$ cat config.mk
export PLATFORM = sky130hd
export DESIGN_NAME = adc_average_scale_deadband_unit_flat
export DESIGN_NICKNAME = d
export VERILOG_FILES = /design/src/rtl/aasd_pkg.sv /design/src/rtl/aasd_ifs.sv /design/src/rtl/adc_average_scale_deadband_unit.sv /design/src/flat_wrapper.sv
export VERILOG_INCLUDE_DIRS = /design/src /design/src/rtl
export SDC_FILE = /design/constraint.sdc
export NUM_CORES = 1
export LEC_CHECK = 0
export ABC_AREA = 0
export BUFFER_PORTS_ARGS = -buffer_cell sky130_fd_sc_hd__buf_2
export CAP_MARGIN = 5
export CORE_MARGIN = 4
export CORE_UTILIZATION = 50
export DETAILED_ROUTE_END_ITERATION = 6
export GPL_TIMING_DRIVEN = 0
export PLACE_DENSITY = 0.66
export SLEW_MARGIN = 20
export SYNTH_ARGS = -nofsm -noshare
export SYNTH_HDL_FRONTEND = slang
export SYNTH_SLANG_ARGS = --single-unit
$ cat constraint.sdc
create_clock -name i_clk -period 7.2 [get_ports i_clk]
set_clock_uncertainty 0.1 [all_clocks]
set_input_delay 0.36 -clock i_clk [delete_from_list [all_inputs] [get_ports i_clk]]
set_output_delay 0.36 -clock i_clk [all_outputs]
set_load 0.02 [all_outputs]
$ cat src/rtl/adc_average_scale_deadband_unit_assert.svh
// ----------------------------------------------------------------------------
// Assertion macros for the ADC averaging unit
// Clocked concurrent checks with a synchronous active-low reset disable.
// ----------------------------------------------------------------------------
`ifndef ADC_AVERAGE_SCALE_DEADBAND_UNIT_ASSERT_SVH
`define ADC_AVERAGE_SCALE_DEADBAND_UNIT_ASSERT_SVH

// Check cons in the same cycle as ante.
`define AASD_ASSERT_NOW(lbl, clk, rst_n, ante, cons, msg) \
    lbl: assert property (@(posedge clk) disable iff (!(rst_n)) (ante) |-> (cons)) \
        else $error(msg);

// Check cons in the cycle after ante.
`define AASD_ASSERT_NEXT(lbl, clk, rst_n, ante, cons, msg) \
    lbl: assert property (@(posedge clk) disable iff (!(rst_n)) (ante) |=> (cons)) \
        else $error(msg);

`endif

$ cat src/rtl/aasd_pkg.sv
// ----------------------------------------------------------------------------
// aasd_pkg
// Shared widths, defaults and constants of the ADC averaging unit.
// ----------------------------------------------------------------------------
package aasd_pkg;

    // Word field widths
    localparam int RAW_W   = 16;
    localparam int LEVEL_W = 8;
    localparam int DB_W    = 8;

    // Default build-time configuration
    localparam int WINDOW_DEPTH_DEF = 8;
    localparam int FULL_SCALE_DEF   = 4095;

    // Output range is 0..255, so scaling multiplies by 2^8 - 1
    localparam int SCALE_SHIFT = 8;

    // Deadband value after reset
    localparam logic [DB_W-1:0] DEADBAND_RST = DB_W'(2);

    typedef logic [RAW_W-1:0]   t_raw;
    typedef logic [LEVEL_W-1:0] t_level;

endpackage

$ cat src/rtl/aasd_ifs.sv
// ----------------------------------------------------------------------------
// aasd channel interfaces
// Valid/ready channels for raw sample words and level words.
// ----------------------------------------------------------------------------
interface aasd_sample_if;
    logic              valid;
    logic              ready;
    aasd_pkg::t_raw    raw_sample;

    modport source (output valid, output raw_sample, input ready);
    modport sink   (input valid, input raw_sample, output ready);
endinterface

interface aasd_level_if;
    logic              valid;
    logic              ready;
    aasd_pkg::t_level  level;

    modport source (output valid, output level, input ready);
    modport sink   (input valid, input level, output ready);
endinterface

$ cat src/rtl/adc_average_scale_deadband_unit.sv
// ----------------------------------------------------------------------------
// adc_average_scale_deadband_unit
// Moving average of ADC words, scaled to 0..255, with a deadband on the level.
// Channels: i_sample carries one raw_sample word per item (valid/ready);
// o_level returns one 8-bit level word per accepted sample, in order.
// i_cfg_we / i_cfg_wdata write the deadband; write only while the unit is idle.
// Throughput: one word per cycle while o_level is not stalled, set by the
// five-register pipeline (input, running sum, average multiply, scale
// multiply, level) that advances as one unit.
// Stall: when the receiver holds ready low with a word waiting, the whole
// pipeline holds and i_sample.ready drops in the same cycle.
// Reset (synchronous, active low): pipeline empty, window unprimed, sum and
// held level zero, deadband 2. The first sample fills the window; no clearing pass.
// ----------------------------------------------------------------------------
`include "adc_average_scale_deadband_unit_assert.svh"

module adc_average_scale_deadband_unit #(
    parameter int WINDOW_DEPTH = aasd_pkg::WINDOW_DEPTH_DEF,
    parameter int FULL_SCALE   = aasd_pkg::FULL_SCALE_DEF
) (
    input  logic                       i_clk,
    input  logic                       i_rst_n,
    input  logic                       i_cfg_we,
    input  logic [aasd_pkg::DB_W-1:0]  i_cfg_wdata,
    aasd_sample_if.sink                i_sample,
    aasd_level_if.source               o_level
);

    localparam int LVL_W  = aasd_pkg::LEVEL_W;
    localparam int SMP_W  = $clog2(FULL_SCALE + 1);
    localparam int TOT_W  = SMP_W + $clog2(WINDOW_DEPTH);
    localparam int SLOT_W = (WINDOW_DEPTH > 1) ? $clog2(WINDOW_DEPTH) : 1;

    // Sum / depth as multiply by rounded-up reciprocal, exact for all sums
    localparam int M1_W = TOT_W + 1;
    localparam int K1   = TOT_W + $clog2(WINDOW_DEPTH);
    localparam int P1_W = TOT_W + M1_W;
    localparam longint unsigned M1_FULL =
        ((64'd1 << K1) + 64'(WINDOW_DEPTH) - 64'd1) / 64'(WINDOW_DEPTH);
    localparam logic [M1_W-1:0] M1 = M1_W'(M1_FULL);

    // avg * 255 / full scale, same reciprocal scheme
    localparam int Y_W  = SMP_W + aasd_pkg::SCALE_SHIFT;
    localparam int M2_W = Y_W + 1;
    localparam int K2   = Y_W + $clog2(FULL_SCALE);
    localparam int P2_W = Y_W + M2_W;
    localparam longint unsigned M2_FULL =
        ((64'd1 << K2) + 64'(FULL_SCALE) - 64'd1) / 64'(FULL_SCALE);
    localparam logic [M2_W-1:0] M2 = M2_W'(M2_FULL);

    localparam logic [SLOT_W-1:0] SLOT_LAST = SLOT_W'(WINDOW_DEPTH - 1);
    localparam logic [TOT_W-1:0]  TOT_MAX   =
        TOT_W'(FULL_SCALE) * TOT_W'(WINDOW_DEPTH);

    // Pipeline control
    logic               w_adv;
    logic               r_v1, r_v2, r_v3, r_v4, r_out_valid;
    logic               w_step;

    // Window state
    logic [SMP_W-1:0]   r_window [WINDOW_DEPTH];
    logic [SMP_W-1:0]   r_rd;
    logic [SMP_W-1:0]   r_prime;
    logic               r_primed;
    logic               r_lap_done;
    logic [SLOT_W-1:0]  r_slot;
    logic [SLOT_W-1:0]  w_slot_nxt;
    logic [TOT_W-1:0]   r_total;
    logic [TOT_W-1:0]   n_total;
    logic [SMP_W-1:0]   w_old;

    // Datapath registers
    logic [SMP_W-1:0]   r1_smp;
    logic [SMP_W-1:0]   w_clamp;
    logic [TOT_W-1:0]   r2_total;
    logic               r2_prime, r3_prime, r4_prime;
    logic [P1_W-1:0]    w_prod1;
    logic [SMP_W-1:0]   r3_avg;
    logic [Y_W-1:0]     w_y;
    logic [P2_W-1:0]    w_prod2;
    logic [LVL_W-1:0]   r4_scaled;
    logic [LVL_W-1:0]   r_held;
    logic [LVL_W-1:0]   n_held;
    logic [LVL_W-1:0]   w_diff;
    logic [LVL_W-1:0]   r_out_level;
    logic [aasd_pkg::DB_W-1:0] r_deadband;

    // Advance the whole pipeline unless a finished word is stalled
    assign w_adv          = !r_out_valid || o_level.ready;
    assign i_sample.ready = w_adv;
    assign w_step         = r_v1 && w_adv;

    assign o_level.valid  = r_out_valid;
    assign o_level.level  = r_out_level;

    // Clamp the raw word to full scale
    assign w_clamp = (i_sample.raw_sample > aasd_pkg::RAW_W'(FULL_SCALE))
                   ? SMP_W'(FULL_SCALE) : i_sample.raw_sample[SMP_W-1:0];

    // Valid bits and deadband register
    always_ff @(posedge i_clk) begin
        if (!i_rst_n) begin
            r_v1        <= 1'b0;
            r_v2        <= 1'b0;
            r_v3        <= 1'b0;
            r_v4        <= 1'b0;
            r_out_valid <= 1'b0;
            r_deadband  <= aasd_pkg::DEADBAND_RST;
        end else begin
            if (w_adv) begin
                r_v1        <= i_sample.valid;
                r_v2        <= r_v1;
                r_v3        <= r_v2;
                r_v4        <= r_v3;
                r_out_valid <= r_v4;
            end
            if (i_cfg_we) begin
                r_deadband <= i_cfg_wdata;
            end
        end
    end

    // Stage 1: capture the clamped sample
    always_ff @(posedge i_clk) begin
        if (w_adv) begin
            r1_smp <= w_clamp;
        end
    end

    // Entries not yet overwritten since priming still hold the priming sample
    assign w_old      = r_lap_done ? r_rd : r_prime;
    assign w_slot_nxt = (r_slot == SLOT_LAST) ? '0 : r_slot + SLOT_W'(1);

    always_comb begin
        if (!r_primed) begin
            n_total = TOT_W'(r1_smp) * TOT_W'(WINDOW_DEPTH);
        end else begin
            n_total = r_total - TOT_W'(w_old) + TOT_W'(r1_smp);
        end
    end

    // Stage 2: window state and running sum
    always_ff @(posedge i_clk) begin
        if (!i_rst_n) begin
            r_primed   <= 1'b0;
            r_lap_done <= 1'b0;
            r_slot     <= '0;
            r_total    <= '0;
        end else if (w_step) begin
            r_primed <= 1'b1;
            r_total  <= n_total;
            if (r_primed) begin
                r_slot <= w_slot_nxt;
                if (r_slot == SLOT_LAST) begin
                    r_lap_done <= 1'b1;
                end
            end
        end
    end

    // Window memory: write the oldest slot, prefetch the next one
    always_ff @(posedge i_clk) begin
        if (w_step) begin
            if (!r_primed) begin
                r_prime <= r1_smp;
            end else begin
                r_window[r_slot] <= r1_smp;
                if (WINDOW_DEPTH == 1) begin
                    r_rd <= r1_smp;
                end else begin
                    r_rd <= r_window[w_slot_nxt];
                end
            end
        end
    end

    always_ff @(posedge i_clk) begin
        if (w_step) begin
            r2_total <= n_total;
            r2_prime <= !r_primed;
        end
    end

    // Stage 3: average = sum / depth
    assign w_prod1 = P1_W'(r2_total) * P1_W'(M1);

    always_ff @(posedge i_clk) begin
        if (w_adv) begin
            r3_avg   <= w_prod1[K1 +: SMP_W];
            r3_prime <= r2_prime;
        end
    end

    // Stage 4: scaled = avg * 255 / full scale
    assign w_y     = (Y_W'(r3_avg) << aasd_pkg::SCALE_SHIFT) - Y_W'(r3_avg);
    assign w_prod2 = P2_W'(w_y) * P2_W'(M2);

    always_ff @(posedge i_clk) begin
        if (w_adv) begin
            r4_scaled <= w_prod2[K2 +: LVL_W];
            r4_prime  <= r3_prime;
        end
    end

    // Stage 5: deadband test on the held level
    assign w_diff = (r4_scaled >= r_held) ? r4_scaled - r_held : r_held - r4_scaled;

    always_comb begin
        if (r4_prime || (w_diff >= r_deadband)) begin
            n_held = r4_scaled;
        end else begin
            n_held = r_held;
        end
    end

    always_ff @(posedge i_clk) begin
        if (!i_rst_n) begin
            r_held <= '0;
        end else if (r_v4 && w_adv) begin
            r_held <= n_held;
        end
    end

    always_ff @(posedge i_clk) begin
        if (r_v4 && w_adv) begin
            r_out_level <= n_held;
        end
    end

    // Checks
    `AASD_ASSERT_NEXT(a_held_hold, i_clk, i_rst_n, !(r_v4 && w_adv), $stable(r_held), "held level changed without a word")
    `AASD_ASSERT_NOW(a_total_range, i_clk, i_rst_n, 1'b1, r_total <= TOT_MAX, "running sum beyond full window")
    `AASD_ASSERT_NOW(a_lap_primed, i_clk, i_rst_n, r_lap_done || (r_slot != '0), r_primed, "window advanced before priming")

endmodule
$ cat src/flat_wrapper.sv
// flat-port wrapper written by rule: the top's interface ports become plain ports
module adc_average_scale_deadband_unit_flat 
#(
    parameter int WINDOW_DEPTH = aasd_pkg::WINDOW_DEPTH_DEF,
    parameter int FULL_SCALE   = aasd_pkg::FULL_SCALE_DEF
)
  (i_clk, i_rst_n, i_cfg_we, i_cfg_wdata, i_sample_valid, i_sample_raw_sample, i_sample_ready, o_level_valid, o_level_level, o_level_ready);
  aasd_sample_if i_sample_i ();
  aasd_level_if o_level_i ();
  input  logic i_clk;
  input  logic i_rst_n;
  input  logic i_cfg_we;
  input  logic [aasd_pkg::DB_W-1:0] i_cfg_wdata;
  input wire logic [$bits(i_sample_i.valid)-1:0] i_sample_valid;
  input wire logic [$bits(i_sample_i.raw_sample)-1:0] i_sample_raw_sample;
  output wire logic [$bits(i_sample_i.ready)-1:0] i_sample_ready;
  output wire logic [$bits(o_level_i.valid)-1:0] o_level_valid;
  output wire logic [$bits(o_level_i.level)-1:0] o_level_level;
  input wire logic [$bits(o_level_i.ready)-1:0] o_level_ready;
  assign i_sample_i.valid = i_sample_valid;
  assign i_sample_i.raw_sample = i_sample_raw_sample;
  assign i_sample_ready = i_sample_i.ready;
  assign o_level_valid = o_level_i.valid;
  assign o_level_level = o_level_i.level;
  assign o_level_i.ready = o_level_ready;
  adc_average_scale_deadband_unit #(.WINDOW_DEPTH(WINDOW_DEPTH), .FULL_SCALE(FULL_SCALE)) u_core (.i_clk(i_clk), .i_rst_n(i_rst_n), .i_cfg_we(i_cfg_we), .i_cfg_wdata(i_cfg_wdata), .i_sample(i_sample_i), .o_level(o_level_i));
endmodule
Word-level counts from Yosys, hierarchy flattened
Memory sizes are Yosys's and may differ from the RTL's. A register that Yosys moved wholly into a read port is not among the register bits. Index checks and enable logic that the tools add are counted.

Flip-flop bits (word level): 111. Latch bits: 0. Memory bits (writable): 96. ROM bits: 0. Input bits: 29. Memories kept: 1.

$add $sub $neg: 6. $mul: 1. Div/mod/pow operators: 0. Magnitude comparators: 3. Equality and inequality tests: 1. Shift operators: 0. Mux-type cells: 8. Bitwise gates (word level): 1. Reduce and logical (&&, ||, !) cells: 9.

Memory list: u_core.r_window (words 8, bits a word 12, read ports 1, clocked after Yosys merged registers in 1, write ports 1, RTL line adc_average_scale_deadband_unit.sv:61) `logic [SMP_W-1:0] r_window [WINDOW_DEPTH];`.

Operators with widths (number): 20-bit by 21-bit multiplier with 40-bit output, second input constant (1); 20-bit by 12-bit subtractor with 20-bit output (1); 8-bit greater-or-equal comparator (2); 16-bit by 12-bit greater-than comparator with 1-bit output, second input constant (1); 8-bit 2-to-1 mux (2); 8-bit subtractor (2); 15-bit by 12-bit adder with 15-bit output (1); 15-bit 2-to-1 mux (1); 15-bit by 12-bit subtractor with 15-bit output (1); 12-bit 2-to-1 mux (1); 2-bit AND reduction (2); 3-bit by 1-bit adder with 3-bit output, second input constant (1); 3-bit == test, second input constant (1); 1-bit 2-to-1 mux (3); 3-bit 2-to-1 mux (1); 3-bit AND reduction (1); 1-bit logical AND (2); 1-bit zero test (2); 1-bit logical OR (2); 1-bit inverter (1).

Depth between registers and ports, before layout
Depth in word-level cells: 5. Gate-level depth with buffers: 22. Depth with buffers taken out: 22.

Least setup slack after synthesis
Ideal clock, no wire load.

Path type: register to register. Start point: reg u_core.r3_avg[3]. End point: reg u_core.r4_scaled[7], data pin. Data arrival time: 4.679 ns. Required time: 6.837 ns. Slack: 2.158 ns. Stages on the path, launching flop included: 21. Period minus slack after synthesis: 5.042 ns. Cell sequence: edfxtp_1 > ha_1 > or4_4 > nor2_4 > nand3_1 > a21oi_1 > xnor2_1 > ha_1 > ha_1 > inv_1 > fa_1 > inv_1 > ha_1 > ha_1 > nand4_1 > or3_1 > o21bai_1 > nor4_1 > a211oi_2 > or4_1 > xnor2_1.

Longest elaborated chain between the ends: 2.

Ends and longest elaborated chain: start, declared (RTL line adc_average_scale_deadband_unit.sv:78) `logic [SMP_W-1:0] r3_avg;`; start signal, assigned (RTL line adc_average_scale_deadband_unit.sv:189) `r3_avg <= w_prod1[K1 +: SMP_W];`; 20-bit by 12-bit subtractor with 20-bit output (RTL line adc_average_scale_deadband_unit.sv:195) `assign w_y = (Y_W'(r3_avg) << aasd_pkg::SCALE_SHIFT) - Y_W'(r3_avg);`; 20-bit by 21-bit multiplier with 40-bit output (RTL line adc_average_scale_deadband_unit.sv:196) `assign w_prod2 = P2_W'(w_y) * P2_W'(M2);`; via u_core.w_prod2[39] (RTL line adc_average_scale_deadband_unit.sv:80) `logic [P2_W-1:0] w_prod2;`; end signal, assigned (RTL line adc_average_scale_deadband_unit.sv:200) `r4_scaled <= w_prod2[K2 +: LVL_W];`; end, declared (RTL line adc_average_scale_deadband_unit.sv:81) `logic [LVL_W-1:0] r4_scaled;`.

The timed path passes the listed nets, and every way through them passes these cells. A chain may end at the register's enable or synchronous reset.

Final worst setup path
Start point: reg u_core.r3_avg[0]. End point: reg u_core.r4_scaled[7], data pin.

The elaborated chain is that of the path after synthesis.

==> out/qor.yml <==
grt_pass1_wl_um: 40600
grt_pass1_vias: 7696
synth.most_common_cell: "edfxtp_1"
dieArea_um2: 26400
async_reset_ff_share_pct: 0
netlist.area_leader.share_pct: 44.0
whs_endpoint: "u_core.r_deadband[4]"
remaining_drc_errors: 0
power_density_nw_per_um2: 222
synth_fa_ha_area_share_pct: 15.5
wl_um: 25300
path_class: "reg2reg"
synth_xor_area_share_pct: 2.35
overflow: 0
synth-compound-area-share_pct: 10.2
r2r_end: "u_core.r4_scaled[7]"
synthSimpleGateAreaFrac_pct: 10.8
cts_setup_buffers: 0
maxSlewHeadroom_pct: 27.0
r2r_slack_ns: 1.43
synth_area_um2: 11900
hp-start: "i_cfg_wdata[4]"
die_w_um: 163
clkLatencyLatePin_ns: 0.50
ant_nets: 0
num_rows: 56
dp_hpwl_um: 18600
cts_buffer_depth: 3
cp-start-kind: "register"
synth_area_leaders: "edfxtp_1 44%, ha_1 13%, dfxtp_1 6.9%, inv_1 3.1%, fa_1 2.7%"
cts-root-buf: "clkbuf_16"
maxSlewViolCount: 0
die_y_um: 163
max_clock_freq_mhz: 173
rsz0062_at_grt: "no"
synth.distinct_cells: 68
drt-wirelength-per-cell_um: 17.8
cts_tree: "built"
hold_violations: 0
reg2reg_depth: 20
cellLeakagePower_uw: 0.00514
yosys_warnings: 0
finalCritPeriodShare_pct: 80.1
synth_cells: 1006
grt_max_degree: 23
synth.area.mux_share_pct: 6.28
io_pins: 39
final_nets: 1257
area.growth.synth_to_final_pct: 13.3
core_um2: 23500
post-route-min-period_ns: 5.77
endpoint_kind: "register"
synth_nets: 1173
nFillCells: 1946
clk_pin_slew_ns: 0.06
gp_congestion: 0.890
initial_core_util_pct: 50.9
worst_pin_slew_ns: 1.09
synth_top_family_by_area: "adder cells"
status: "finished, final reports clean"
yosysSeqAreaShare_pct: 50.8
crit_required_ns: 7.34
postLayoutCoreUtil_pct: 57.7
ys_ff_latch: 216
drtIter0Drc: 387
antenna_found_initial: 0
path_max_fanout: 8
htreeDepth: 1
finalSetupViolations: 0
setup_tns_ns: 0
synth_area_leader_cell: "edfxtp_1"
layout-drive-gt1-share_pct: 13.4
hold_class: "in2reg"
cts_sinks: 216
n_antenna_cell: 0
crit-reg2reg-launch: "u_core.r3_avg[0]"
hold_slack_ns: 0.0191
hold_depth: 3
peakVddDrop_mv: 0.187
cts_made_buffers: 23
cp.arrival_ns: 5.91
ys.flop_type: "edfxtp_1"
synth-edff-count: 175
vias: 7785
grtUsageTotal_pct: 19.4
netlist_top_cells_count: "175 x edfxtp_1, 122 x ha_1, 98 x inv_1, 69 x nand2_1, 58 x nor2_1"
cap_violations: 0
io_buffers: 37
synth_area_per_cell_um2: 11.9
drtPass1Iterations: 5
avgViaCountPerCell: 5.47
==> report_power, final <==
part	leakage [uW]	internal (uW)	switching (uW)
logic	0.00310	198	261
registers	0.00169	1370	19.1
clock network	0.000354	706	455
total	0.00514	2280	735
==> kinds of logic after synthesis <==
| family | after synthesis |
|---|---|
| and+or+nand+nor | 251 |
| xor gates and xnor gates | 32 |
| buffers and inverters | 129 |
| AOI/OAI and AO/OA | 183 |
| muxes | 57 |
| adders and majority gates | 138 |
| DFF | 216 |
==> layout make-up <==
class                   instances  area (um^2)  share of cell area [%]
clock buffers                  32          619                    4.57
plain buffers                  31          119                   0.878
multi-input cells             661         5430                    40.1
flip-flops and latches        216         6080                    44.9
well taps                     319          399                    2.95
inverters                      98          368                    2.72
repair buffers                 59          414                    3.06
clock inverters                 8          119                   0.878
==> per-layer routing <==
layer / global-route usage [%] / share of wire [%] / routed length [um] / vias up
met4: 4.54 / 1.9 / 490 / 0
met5: 0 / 0 / 0 / -
met1: 25.7 / 44 / 11200 / 3774
li1: - / - / - / 3835
met2: 34.3 / 50 / 12600 / 145
met3: 2.43 / 4.0 / 1020 / 31
==> what timing repair did <==
item | 4_1_cts | 5_1_grt
hold buffers | 12 | 0
endpoints found under the hold margin | 12 | 0
gates resized for setup | 0 | 0
==> stage by stage <==
step | power (uW) | instance area (um^2) | instances | setup WS (ns)
after floorplan | 1760 | 11900 | 1006 | 2.16
after global routing | 3170 | 13500 | 1424 | 0.998
after CTS | 3040 | 13500 | 1424 | 1.43
after global placement | 1860 | 12500 | 1362 | 1.49
final | 3010 | 13500 | 1424 | 1.43
after detailed placement | 1870 | 12700 | 1372 | 1.45
==> state kept, by name, indices dropped and copies added (netlist names) <==
signal,flops
u_core.o_level.level,8
u_core.o_level.valid,1
u_core.r1_smp,12
u_core.r2_prime,1
u_core.r2_total,12
u_core.r3_avg,12
u_core.r3_prime,1
u_core.r4_prime,1
u_core.r4_scaled,8
u_core.r_deadband,8
u_core.r_held,8
u_core.r_lap_done,1
u_core.r_prime,12
u_core.r_primed,1
u_core.r_rd,12
u_core.r_slot,3
u_core.r_total,15
u_core.r_v1,1
u_core.r_v2,1
u_core.r_v3,1
u_core.r_v4,1
u_core.r_window,96
==> critical path: stages, from the launching register on <==
cell and delay, ns:
edfxtp_1 0.53, inv_1 0.13, ha_1 0.18, nor3b_1 0.64, nand4_1 0.28, and3_1 0.25, xnor2_1 0.15, inv_1 0.23
ha_1 0.20, inv_1 0.06, fa_1 0.51, inv_1 0.05, ha_1 0.21, ha_1 0.27, nand4_1 0.07, or3_1 0.34
o21bai_1 0.17, nor4_1 0.24, a211oi_2 0.21, or4_1 0.55, xnor2_1 0.14
==> worst max path at each step <==
stage                                 from             endpoint  slack (ns)  cells past startpoint
after CTS                 u_core.r3_avg[0]  u_core.r4_scaled[7]        1.43                     20
after global placement    u_core.r3_avg[0]  u_core.r4_scaled[7]        1.49                     20
after floorplan           u_core.r3_avg[3]  u_core.r4_scaled[7]        2.16                     20
after global routing      u_core.r3_avg[0]  u_core.r4_scaled[7]         1.0                     20
final                     u_core.r3_avg[0]  u_core.r4_scaled[7]        1.43                     20
after detailed placement  u_core.r3_avg[0]  u_core.r4_scaled[7]        1.45                     20
==> cell usage in the layout, fill, tap and decap left out, types with 34 or more instances in the layout <==
cell type  Yosys  final
o21ai_0       45     45
dfxtp_1       41     41
a21oi_1       37     37
buf_2          2     41
edfxtp_1     175    175
ha_1         122    122
clkbuf_1      26     34
inv_1         98     97
nand2_1       69     69
nor2_1        58     56
(Power assumes the default switching activity.)
